==> config.mk <==
export PLATFORM = sky130hd
export DESIGN_NAME = windowed_min_max_avg_stats
export DESIGN_NICKNAME = d
export VERILOG_FILES = /design/src/hdl/wmms_pkg.sv /design/src/hdl/wmms_lane.sv /design/src/hdl/wmms_div.sv /design/src/hdl/windowed_min_max_avg_stats.sv
export SDC_FILE = /design/constraint.sdc
export NUM_CORES = 2
export LEC_CHECK = 0
export BUFFER_PORTS_ARGS = -buffer_cell sky130_fd_sc_hd__buf_4
export CAP_MARGIN = 15
export CORE_MARGIN = 5
export CORE_UTILIZATION = 30
export CTS_CLUSTER_DIAMETER = 200
export DETAILED_ROUTE_END_ITERATION = 10
export GPL_ROUTABILITY_DRIVEN = 0
export PLACE_DENSITY_LB_ADDON = 0.25
export SYNTH_ARGS = -nofsm -noshare
export SYNTH_HDL_FRONTEND = slang
export SYNTH_HIERARCHICAL = 1
export SYNTH_SLANG_ARGS = --single-unit
==> constraint.sdc <==
create_clock -name clk -period 3.98 [get_ports clk]
set_input_delay 0.796 -clock clk [delete_from_list [all_inputs] [get_ports clk]]
set_output_delay 0.796 -clock clk [all_outputs]
set_load 0.03 [all_outputs]
==> src/hdl/wmms_pkg.sv <==
// shared types and constants for the windowed min/max/mean statistics block
package wmms_pkg;

    localparam int DATA_W         = 16;
    localparam int TIME_W         = 32;
    localparam int SUM_W          = 32;
    localparam int OUT_COUNT_W    = 16;
    localparam int CHAN_W         = 2;
    localparam int INPUT_LANES    = 4;
    localparam int COUNT_BITS_DEF = 16;
    localparam int CHANNELS_DEF   = 4;

    typedef logic signed [DATA_W-1:0] data_t;
    typedef logic signed [SUM_W-1:0]  sum_t;
    typedef logic [TIME_W-1:0]        time_t;

    localparam data_t DATA_MAX = data_t'(16'sh7fff);
    localparam data_t DATA_MIN = data_t'(16'sh8000);
    localparam sum_t  SUM_MAX  = sum_t'(32'sh7fffffff);
    localparam sum_t  SUM_MIN  = sum_t'(32'sh80000000);

    localparam logic CMD_SAMPLE = 1'b0;
    localparam logic CMD_CLOSE  = 1'b1;

endpackage

==> src/hdl/wmms_lane.sv <==
// per-channel accumulator: running minimum, maximum, saturating sum and count
module wmms_lane #(
    parameter int COUNT_BITS = 16
) (
    input  logic                    clk,
    input  logic                    rst_n,
    input  logic                    upd,
    input  logic                    clr,
    input  wmms_pkg::data_t         value,
    input  logic                    ok,
    output wmms_pkg::data_t         min_value,
    output wmms_pkg::data_t         max_value,
    output wmms_pkg::sum_t          sum,
    output logic [COUNT_BITS-1:0]   count
);
    import wmms_pkg::*;

    data_t                 min_reg, min_next;
    data_t                 max_reg, max_next;
    sum_t                  sum_reg, sum_next;
    logic [COUNT_BITS-1:0] count_reg, count_next;
    logic [SUM_W:0]        sum_wide;

    always_comb
    begin
        min_next   = min_reg;
        max_next   = max_reg;
        sum_next   = sum_reg;
        count_next = count_reg;
        sum_wide   = {sum_reg[SUM_W-1], sum_reg} + {{(SUM_W+1-DATA_W){value[DATA_W-1]}}, value};
        if (clr)
        begin
            min_next   = DATA_MAX;
            max_next   = DATA_MIN;
            sum_next   = '0;
            count_next = '0;
        end
        else if (upd && ok)
        begin
            if (value < min_reg)
                min_next = value;
            if (value > max_reg)
                max_next = value;
            // a saturated count freezes the sum so the mean stays consistent
            if (count_reg != '1)
            begin
                count_next = count_reg + 1'b1;
                if (sum_wide[SUM_W] != sum_wide[SUM_W-1])
                    sum_next = sum_wide[SUM_W] ? SUM_MIN : SUM_MAX;
                else
                    sum_next = sum_t'(sum_wide[SUM_W-1:0]);
            end
        end
    end

    always_ff @(posedge clk or negedge rst_n)
    begin
        if (!rst_n)
        begin
            min_reg   <= DATA_MAX;
            max_reg   <= DATA_MIN;
            sum_reg   <= '0;
            count_reg <= '0;
        end
        else
        begin
            min_reg   <= min_next;
            max_reg   <= max_next;
            sum_reg   <= sum_next;
            count_reg <= count_next;
        end
    end

    assign min_value = min_reg;
    assign max_value = max_reg;
    assign sum       = sum_reg;
    assign count     = count_reg;

endmodule

==> src/hdl/wmms_div.sv <==
// bit-serial restoring divider, one quotient bit per cycle
module wmms_div #(
    parameter int DIVIDEND_W = 32,
    parameter int DIVISOR_W  = 16
) (
    input  logic                  clk,
    input  logic                  rst_n,
    input  logic                  start,
    input  logic [DIVIDEND_W-1:0] dividend,
    input  logic [DIVISOR_W-1:0]  divisor,
    output logic                  done,
    output logic [DIVIDEND_W-1:0] quotient
);
    import wmms_pkg::*;

    localparam int CNT_W = (DIVIDEND_W > 1) ? $clog2(DIVIDEND_W) : 1;

    logic [DIVIDEND_W-1:0] quo_reg, quo_next;
    logic [DIVISOR_W-1:0]  rem_reg, rem_next;
    logic [DIVISOR_W-1:0]  dvs_reg, dvs_next;
    logic [CNT_W-1:0]      cnt_reg, cnt_next;
    logic                  busy_reg, busy_next;
    logic                  done_reg, done_next;
    logic [DIVISOR_W:0]    trial;
    logic [DIVISOR_W:0]    diff;

    always_comb
    begin
        trial     = {rem_reg, quo_reg[DIVIDEND_W-1]};
        diff      = trial - {1'b0, dvs_reg};
        quo_next  = quo_reg;
        rem_next  = rem_reg;
        dvs_next  = dvs_reg;
        cnt_next  = cnt_reg;
        busy_next = busy_reg;
        done_next = 1'b0;
        if (start)
        begin
            quo_next  = dividend;
            rem_next  = '0;
            dvs_next  = divisor;
            cnt_next  = CNT_W'(DIVIDEND_W - 1);
            busy_next = 1'b1;
        end
        else if (busy_reg)
        begin
            if (trial >= {1'b0, dvs_reg})
            begin
                rem_next = diff[DIVISOR_W-1:0];
                quo_next = {quo_reg[DIVIDEND_W-2:0], 1'b1};
            end
            else
            begin
                rem_next = trial[DIVISOR_W-1:0];
                quo_next = {quo_reg[DIVIDEND_W-2:0], 1'b0};
            end
            cnt_next = cnt_reg - 1'b1;
            if (cnt_reg == '0)
            begin
                busy_next = 1'b0;
                done_next = 1'b1;
            end
        end
    end

    always_ff @(posedge clk or negedge rst_n)
    begin
        if (!rst_n)
        begin
            busy_reg <= 1'b0;
            done_reg <= 1'b0;
            cnt_reg  <= '0;
        end
        else
        begin
            busy_reg <= busy_next;
            done_reg <= done_next;
            cnt_reg  <= cnt_next;
        end
    end

    always_ff @(posedge clk)
    begin
        quo_reg <= quo_next;
        rem_reg <= rem_next;
        dvs_reg <= dvs_next;
    end

    assign done     = done_reg;
    assign quotient = quo_reg;

endmodule

==> src/hdl/windowed_min_max_avg_stats.sv <==
// top level: four-channel windowed minimum / maximum / mean statistics
// A sample request (cmd 0) is taken back to back and updates the
// per-channel lanes in parallel. A close request (cmd 1) on an open window holds
// the input stalled while one result per channel is produced in channel order:
// each channel's mean comes from one shared bit-serial divider at one quotient
// bit per cycle. A close on an empty window produces nothing. After the last
// result (last = 1) is taken the window is cleared and samples resume.
module windowed_min_max_avg_stats #(
    parameter int COUNT_BITS = wmms_pkg::COUNT_BITS_DEF,
    parameter int CHANNELS   = wmms_pkg::CHANNELS_DEF
) (
    input  logic                  clk,
    input  logic                  rst_n,
    input  logic                  in_valid,
    output logic                  in_stall,
    input  logic                  cmd,
    input  wmms_pkg::time_t       timestamp,
    input  wmms_pkg::data_t       probe_temp,
    input  logic                  probe_temp_ok,
    input  wmms_pkg::data_t       air_temp,
    input  logic                  air_temp_ok,
    input  wmms_pkg::data_t       humidity,
    input  logic                  humidity_ok,
    input  wmms_pkg::data_t       soil_raw,
    input  logic                  soil_raw_ok,
    output logic                  out_valid,
    input  logic                  out_stall,
    output wmms_pkg::time_t       start_time,
    output wmms_pkg::time_t       end_time,
    output logic [wmms_pkg::OUT_COUNT_W-1:0] window_count,
    output logic [wmms_pkg::CHAN_W-1:0]      channel,
    output logic                  stat_valid,
    output wmms_pkg::data_t       mean_value,
    output wmms_pkg::data_t       min_value,
    output wmms_pkg::data_t       max_value,
    output logic                  last
);
    import wmms_pkg::*;

    localparam int LANES = (CHANNELS < INPUT_LANES) ? CHANNELS : INPUT_LANES;
    localparam int IDX_W = (LANES > 1) ? $clog2(LANES) : 1;

    localparam logic [1:0] ST_RUN = 2'd0;
    localparam logic [1:0] ST_DIV = 2'd1;
    localparam logic [1:0] ST_OUT = 2'd2;

    logic [1:0]            state_reg, state_next;
    logic [IDX_W-1:0]      chan_reg, chan_next;
    logic                  win_open_reg, win_open_next;
    time_t                 win_start_reg, win_start_next;
    time_t                 win_end_reg, win_end_next;
    logic [COUNT_BITS-1:0] win_samples_reg, win_samples_next;
    data_t                 mean_reg, mean_next;
    logic                  neg_reg, neg_next;

    data_t                 in_vals [INPUT_LANES];
    logic                  in_oks  [INPUT_LANES];
    data_t                 lane_min [LANES];
    data_t                 lane_max [LANES];
    sum_t                  lane_sum [LANES];
    logic [COUNT_BITS-1:0] lane_count [LANES];

    logic                  in_acc;
    logic                  out_acc;
    logic                  sample_acc;
    logic                  close_start;
    logic                  is_last;
    logic                  lane_clr;
    logic                  div_start;
    logic                  div_done;
    logic [IDX_W-1:0]      div_idx;
    sum_t                  div_sum;
    logic [SUM_W-1:0]      div_mag;
    logic [SUM_W-1:0]      div_quo;
    logic                  chan_ok;

    assign in_vals[0] = probe_temp;
    assign in_vals[1] = air_temp;
    assign in_vals[2] = humidity;
    assign in_vals[3] = soil_raw;
    assign in_oks[0]  = probe_temp_ok;
    assign in_oks[1]  = air_temp_ok;
    assign in_oks[2]  = humidity_ok;
    assign in_oks[3]  = soil_raw_ok;

    assign in_stall    = (state_reg != ST_RUN);
    assign out_valid   = (state_reg == ST_OUT);
    assign in_acc      = in_valid && !in_stall;
    assign out_acc     = out_valid && !out_stall;
    assign sample_acc  = in_acc && (cmd == CMD_SAMPLE);
    assign close_start = in_acc && (cmd == CMD_CLOSE) && win_open_reg;
    assign is_last     = (chan_reg == IDX_W'(LANES - 1));
    assign lane_clr    = out_acc && is_last;

    genvar g;
    generate
        for (g = 0; g < LANES; g++)
        begin : g_lane
            wmms_lane #(
                .COUNT_BITS (COUNT_BITS)
            ) u_lane (
                .clk       (clk),
                .rst_n     (rst_n),
                .upd       (sample_acc),
                .clr       (lane_clr),
                .value     (in_vals[g]),
                .ok        (in_oks[g]),
                .min_value (lane_min[g]),
                .max_value (lane_max[g]),
                .sum       (lane_sum[g]),
                .count     (lane_count[g])
            );
        end
    endgenerate

    // divide the magnitude of the sum, sign is restored afterwards
    assign div_start = close_start || (out_acc && !is_last);
    assign div_idx   = close_start ? '0 : chan_reg + 1'b1;
    assign div_sum   = lane_sum[div_idx];
    assign div_mag   = div_sum[SUM_W-1] ? (~div_sum + 1'b1) : div_sum;

    wmms_div #(
        .DIVIDEND_W (SUM_W),
        .DIVISOR_W  (COUNT_BITS)
    ) u_div (
        .clk      (clk),
        .rst_n    (rst_n),
        .start    (div_start),
        .dividend (div_mag),
        .divisor  (lane_count[div_idx]),
        .done     (div_done),
        .quotient (div_quo)
    );

    assign chan_ok = (lane_count[chan_reg] != '0);

    always_comb
    begin
        state_next       = state_reg;
        chan_next        = chan_reg;
        win_open_next    = win_open_reg;
        win_start_next   = win_start_reg;
        win_end_next     = win_end_reg;
        win_samples_next = win_samples_reg;
        mean_next        = mean_reg;
        neg_next         = neg_reg;
        if (div_start)
            neg_next = div_sum[SUM_W-1];
        unique case (state_reg)
            ST_RUN:
            begin
                if (sample_acc)
                begin
                    if (!win_open_reg)
                    begin
                        win_start_next = timestamp;
                        win_open_next  = 1'b1;
                    end
                    win_end_next = timestamp;
                    if (win_samples_reg != '1)
                        win_samples_next = win_samples_reg + 1'b1;
                end
                else if (close_start)
                begin
                    chan_next  = '0;
                    state_next = ST_DIV;
                end
            end
            ST_DIV:
            begin
                if (div_done)
                begin
                    if (!chan_ok)
                        mean_next = '0;
                    else if (neg_reg)
                        mean_next = (div_quo > SUM_W'(32768)) ? DATA_MIN
                                                              : data_t'(~div_quo + 1'b1);
                    else
                        mean_next = (div_quo > SUM_W'(32767)) ? DATA_MAX
                                                              : data_t'(div_quo[DATA_W-1:0]);
                    state_next = ST_OUT;
                end
            end
            ST_OUT:
            begin
                if (out_acc)
                begin
                    if (is_last)
                    begin
                        win_open_next    = 1'b0;
                        win_start_next   = '0;
                        win_end_next     = '0;
                        win_samples_next = '0;
                        state_next       = ST_RUN;
                    end
                    else
                    begin
                        chan_next  = chan_reg + 1'b1;
                        state_next = ST_DIV;
                    end
                end
            end
            default:
            begin
                state_next = ST_RUN;
            end
        endcase
    end

    always_ff @(posedge clk or negedge rst_n)
    begin
        if (!rst_n)
        begin
            state_reg       <= ST_RUN;
            chan_reg        <= '0;
            win_open_reg    <= 1'b0;
            win_start_reg   <= '0;
            win_end_reg     <= '0;
            win_samples_reg <= '0;
        end
        else
        begin
            state_reg       <= state_next;
            chan_reg        <= chan_next;
            win_open_reg    <= win_open_next;
            win_start_reg   <= win_start_next;
            win_end_reg     <= win_end_next;
            win_samples_reg <= win_samples_next;
        end
    end

    always_ff @(posedge clk)
    begin
        mean_reg <= mean_next;
        neg_reg  <= neg_next;
    end

    generate
        if (COUNT_BITS > OUT_COUNT_W)
        begin : g_cnt_clamp
            assign window_count = (|win_samples_reg[COUNT_BITS-1:OUT_COUNT_W])
                                  ? '1 : win_samples_reg[OUT_COUNT_W-1:0];
        end
        else
        begin : g_cnt_ext
            assign window_count = OUT_COUNT_W'(win_samples_reg);
        end
    endgenerate

    assign start_time = win_start_reg;
    assign end_time   = win_end_reg;
    assign channel    = CHAN_W'(chan_reg);
    assign stat_valid = chan_ok;
    assign mean_value = mean_reg;
    assign min_value  = chan_ok ? lane_min[chan_reg] : '0;
    assign max_value  = chan_ok ? lane_max[chan_reg] : '0;
    assign last       = is_last;

endmodule
---- Yosys cells after proc, flatten, opt, wreduce, memory -nomap -nowiden ----
Cells that the tools add are included.
cells by class
  $add $sub $neg .......................... 14
  order comparisons ....................... 13
  eq/ne operators ......................... 21
  multiplexer cells ....................... 117
  bitwise logic cells ..................... 5
  reduce and logical (&&, ||, !) cells .... 55
operators by type and width
  cell                     number
  $mux W32                 30
  $mux W16                 54
  $add A32 B16 Y33         4
  $bmux W16 S2             4
  $pmux W32 S2             2
  $add A16 B1 Y16 const B  6
  $ne A16 B16 Y1 const B   5
  $bmux W32 S2             1
  $gt A16 B16 Y1           4
  $lt A16 B16 Y1           4
  $reduce_bool A2 Y1       19
  $add A32 B1 Y32 const B  1
  $gt A32 B15 Y1 const B   1
  $gt A32 B16 Y1 const B   1
  $not A32 Y32             1
  $pmux W16 S2             1
  $reduce_and A2 Y1        13
  $mux W2                  9
  $ge A17 B16 Y1           1
  $not A16 Y16             1
  $reduce_bool A16 Y1      1
  $sub A16 B16 Y16         1
  $reduce_and A5 Y1        3
  $logic_and A1 B1 Y1      11
  other kinds (20)         47
storage, ports and cells
  bits in registers ....................... 493
  input bits .............................. 105
  output and inout port bits .............. 134
  logic and storage cells ................. 255

---- Depth between registers and ports, before layout ----
  word-level depth ........................ 14
  gate-level depth with buffers ........... 13
  gate-level depth less buffers ........... 11

---- Modules after synthesis ----
Netlist, hierarchy kept.
by module, submodules not included
  module                            times used  cells an instance  area an instance (sq um)  sequential area each (sq um)
  wmms_lane (g_lane[0].u_lane ...)  3           675                6032.0                    2021.9
  windowed_min_max_avg_stats        1           985                8680.8                    2637.5
  wmms_lane (g_lane[3].u_lane)      1           615                5780.5                    2021.9
  wmms_div                          1           313                3796.1                    1936.9

---- Worst setup path after synthesis ----
Ideal clock, no wire load.
  path type ............................... reg2reg
  start point ............................. reg state_reg[0]
  end point ............................... reg u_div.quo_reg[0], in the netlist u_div/quotient[0], enable pin
  setup time .............................. 0.387 ns
  arrival ................................. 3.149 ns
  data required time ...................... 3.593 ns
  setup slack ............................. 0.445 ns
  cell stages (with the launch flop) ...... 12
  buffers on the path ..................... 5
  clock period less this slack ............ 3.535 ns
  path through ............................ dfrtp_1 > or3b_1 > buf_6 > nor2_4 > buf_2 > clkbuf_1 > nor2_1 > inv_1 > clkbuf_1 > buf_6 > nor2_1 > inv_1
on the way
  longest elaborated chain between the ends .. 7
ends and longest elaborated chain
  what                              line                               source
  start: declaration                windowed_min_max_avg_stats.sv:47   logic [1:0] state_reg, state_next;
  start signal: assignment          windowed_min_max_avg_stats.sv:223  state_reg <= state_next;
  $reduce_bool A2 Y1                windowed_min_max_avg_stats.sv:86   assign in_stall = (state_reg != ST_RUN);
  $logic_not A1 Y1                  windowed_min_max_avg_stats.sv:88   assign in_acc = in_valid && !in_stall;
  $logic_and A1 B1 Y1               windowed_min_max_avg_stats.sv:88
  $logic_and A1 B1 Y1 (2 in a row)  windowed_min_max_avg_stats.sv:91   assign close_start = in_acc && (cmd == CMD_CLOSE) && win_open_reg;
  $logic_or A1 B1 Y1 *              windowed_min_max_avg_stats.sv:117  assign div_start = close_start || (out_acc && !is_last);
  net div_start                     windowed_min_max_avg_stats.sv:69   logic div_start;
  $reduce_bool A2 Y1 (no line) *    -
  end signal: assignment            wmms_div.sv:84                     quo_reg <= quo_next;
  end: declaration                  wmms_div.sv:18                     logic [DIVIDEND_W-1:0] quo_reg, quo_next;
Mark *: on every way through the listed nets, which the timed path passes. The rest lies on a longest branch.
A chain may end at the register's enable or synchronous reset.

---- Final worst setup path ----
  start point ............................. reg chan_reg[0], in the netlist channel[0]
  end point ............................... out max_value[15]
on the way
  longest elaborated chain between the ends .. 6
ends and longest elaborated chain
  what                                         line                                                                  source
  start: declaration                           windowed_min_max_avg_stats.sv:48                                      logic [IDX_W-1:0] chan_reg, chan_next;
  start signal: assignment                     windowed_min_max_avg_stats.sv:224                                     chan_reg <= chan_next;
  $not A2 Y3 (not written as such) *           windowed_min_max_avg_stats.sv:135, windowed_min_max_avg_stats.sv:256
  $bmux W16 S2                                 windowed_min_max_avg_stats.sv:135                                     assign chan_ok = (lane_count[chan_reg] != '0);
  $mux W16 (not written as such) (2 in a row)  windowed_min_max_avg_stats.sv:135
  $reduce_bool A16 Y1                          windowed_min_max_avg_stats.sv:135
  $mux W16 *                                   windowed_min_max_avg_stats.sv:256                                     assign max_value = chan_ok ? lane_max[chan_reg] : '0;
  end: declaration                             windowed_min_max_avg_stats.sv:35                                      output wmms_pkg::data_t max_value,
Every way passes the cells marked *; elsewhere a longest branch is shown, timed or not. The select of a mux whose other input is x is not followed.

==> impl_metrics.csv <==
group,metric,value,unit
run_status,status,"finished, final reports clean",
floorplan,fp.dieW,358,µm
detailed_routing,totalWireLength,121000,µm
critical_path,worstReg2RegEnd,"g_lane[2].u_lane/sum[17]$_DFFE_PN0P_",
flow_run,drv_cap,0,
place,dp_hpwl,93300,µm
clock_network,cts_tree,"done",
global_route,grt_antenna_before_repair,7,
timing,period_share,98.3,%
logic_synthesis,synth.distinct_cells,114,
place,dp_slack,-235,ps
logic_synthesis,yosysWarnings,6,
global_route,grt_pass1_vias,29665,
logic_synthesis,synthesis.nets,4326,
cells_and_area,seq_area,12700,µm²
min_path,min_path_type,"in -> async",
timing,layout_min_cycle_time,3910,ps
power_and_ir_drop,p_leak,19.0,nW
critical_path,crit_required,3180,ps
global_route,grt_max_degree,88,
detailed_routing,vias_per_cell,5.22,
floorplan,num_rows,127,
logic_synthesis,synth_ff_type,"dfrtp_1",
critical_path,worst-path-buf-inv,3,
power_and_ir_drop,power_density,836,nW/µm²
place,dp.cells,5741,
cells_and_area,fin_nets,4579,
timing,tns,0,ps
detailed_routing,route.detailed.drc,0,
floorplan,start_util,30.3,%
timing,worstMarginPinSlew,1140,ps
cells_and_area,nFillCells,12452,
logic_synthesis,synth_seq_area_share,34.8,%
timing,hold_slack,163,ps
global_route,grt_pass1_wl,184000,µm
critical_path,critical_path_arrival,3120,ps
timing,rsz0062_at_grt,"false",
detailed_routing,vias,30554,
critical_path,cpPeakStageDelay,640,ps
floorplan,core,120000,µm²
timing,skew,28.1,ps
timing,finalSetupViolations,0,
detailed_routing,ant_nets,0,
cells_and_area,drive_gt1_share,22.6,%
clock_network,clock-root-buffer,"clkbuf_16",
critical_path,cp-start-kind,"flop",
detailed_routing,first_pass_iters,5,
critical_path,r2r_slack,250,ps
critical_path,reg2reg_depth,12,
logic_synthesis,yosys_register_bits,493,
floorplan,die-area,128000,µm²
timing,worst_slack,66.8,ps
detailed_routing,drt_iter0_drc,2490,
cells_and_area,final_common_cell,"nand2_1",
detailed_routing,avgRoutedWirePerCell,20.6,µm
cells_and_area,fin_cells,5854,
critical_path,r2r-start,"g_lane[2].u_lane/sum[0]$_DFFE_PN0P_",
cells_and_area,fin_area,42900,µm²
critical_path,cp_slowest_cell,"nor2b_1",
cells_and_area,final_cell_mix,"391 x nand2_1, 359 x buf_4, 346 x dfrtp_1",
clock_network,htreeDepth,2,
critical_path,worstPathCellList,"inv_1 > nor4_1 > a311oi_1 > a31oi_4 > buf_12 > nor2b_1 > buf_4",
clock_network,cts.sinks,493,
logic_synthesis,syn_inst,3938,
floorplan,die_h,358,µm
floorplan,ios,239,
critical_path,end_kind,"output port",
clock_network,cts-buffers-inserted,58,
clock_network,clk_pin_slew_worst_paths,60,ps
clock_network,hold_buffers,0,
clock_network,cts_buffer_depth,3,
place,postPlaceCellArea,40600,µm²
critical_path,crit_type,"reg -> out",
global_route,grt_overflow,0,
timing,hold_viol_final,0,
logic_synthesis,syn_area_per_cell,9.23,µm²
timing,slew_viol_final,0,
timing,slew_headroom,23.6,%
logic_synthesis,synth-async-reset-ratio,83.6,%
timing,max_freq,256,MHz
place,io_buffers,238,
logic_synthesis,synth_area,36400,µm²
logic_synthesis,synth_edf_count,65,
cells_and_area,largest_reg_flops,128,
clock_network,clock_latency,650,ps
critical_path,cp_max_fo,14,
cells_and_area,syn_to_final_growth,17.9,%
global_route,track_usage,18.4,%
cells_and_area,multi_input_area,22100,µm²
critical_path,path_delay_family,"simple AND/OR/NAND/NOR gates",
power_and_ir_drop,peakVddDrop,0.000377,V
[worst max-delay path by stage]
stage	startpoint	endpoint	slack, ps	depth (start not counted)
2_1_floorplan	state_reg[0]$_DFFE_PN0P_	u_div/quotient[0]$_DFFE_PP_	440	11
3_3_place_gp	humidity[0]	g_lane[2].u_lane/sum[19]$_DFFE_PN0P_	-180	13
3_5_place_dp	humidity[0]	g_lane[2].u_lane/sum[17]$_DFFE_PN0P_	-230	13
4_1_cts	channel[0]$_DFFE_PN0P_	min_value[15]	5	8
5_1_grt	g_lane[2].u_lane/sum[0]$_DFFE_PN0P_	g_lane[2].u_lane/sum[17]$_DFFE_PN0P_	10	12
6_report	channel[0]$_DFFE_PN0P_	max_value[15]	70	7
[logic make-up (layout without fill, tap and decap cells)]
logic type,count (synthesis),after routing,share of synthesized area (%)
DFF,493,493,34.8
adders and majority gates,283,283,9.84
muxes,195,195,6.68
AOI/OAI and AO/OA,997,997,19.6
other,0,1,0
buffers and inverters,403,706,5.14
and+or+nand+nor,1350,1350,18.6
xor gates and xnor gates,217,217,5.29
[Yosys cell counts (all sizes together) (62+ instances only)]
cell    count  area (µm²)
ha        278        3480
o211ai     89         738
a31oi      92         658
inv       210         788
nand2     393        1480
mux2       62         698
edfxtp     65        1950
clkbuf    106         448
nor3       97         505
buf        82         603
o21ai     299        1870
nor2b      62         388
a21o       73         549
a21oi     190         981
dfrtp     348        8710
nor2      421        1840
nand3      81         405
mux2i     101        1010
nand4      82         566
xnor2     126        1100
xor2       91         820
dfstp      64        1680
[metal layers]
metal	part of all wire, %	global-route usage [%]	routed length, µm
met5	0	0	0
met4	2.7	4.70	3250
met2	45	29.4	54600
met1	48	26.6	57600
met3	4.5	2.13	5440
[where the power goes]
part	total (mW)	switching, mW	internal [mW]
registers	9.10	1.95	7.15
clock network	6.10	2.34	3.76
logic	20.6	12.1	8.50
total	35.8	16.4	19.4
[repair_timing]
action	4_1_cts	5_1_grt
endpoints found under the hold margin	0	0
setup endpoints to repair	32	26
resized for setup	4	8
pin swaps	0	1
buffers inserted	0	1
gates cloned	0	1
[through the flow]
stage	power, mW	util (%)
after floorplan	23.3	-
after global placement	29.4	33.8
after detailed placement	29.5	33.8
final	35.8	35.7
after CTS	35.8	35.6
after global routing	38.3	35.7
[final cells by class]
type | count | area share (%)
diodes | 1 | 0.00584
clock buffers | 74 | 3.76
clock inverters | 36 | 1.30
inverters | 213 | 1.87
multi-input cells | 3042 | 51.5
flip-flops and latches | 493 | 29.6
well taps | 1612 | 4.71
repair buffers | 383 | 7.34
[worst reg2reg max path, cell delays in order (launching register included)]
cell and delay, ps:
dfrtp_1 450, ha_1 240, fa_1 400, a211oi_2 240, o211ai_2 150, a31oi_2 310, nor4b_4 90, o211ai_2 200
a31oi_2 180, xor2_4 930, buf_4 300, nor2_2 50, o21ai_2 120
No activity file was read; power rests on OpenSTA's default activity.
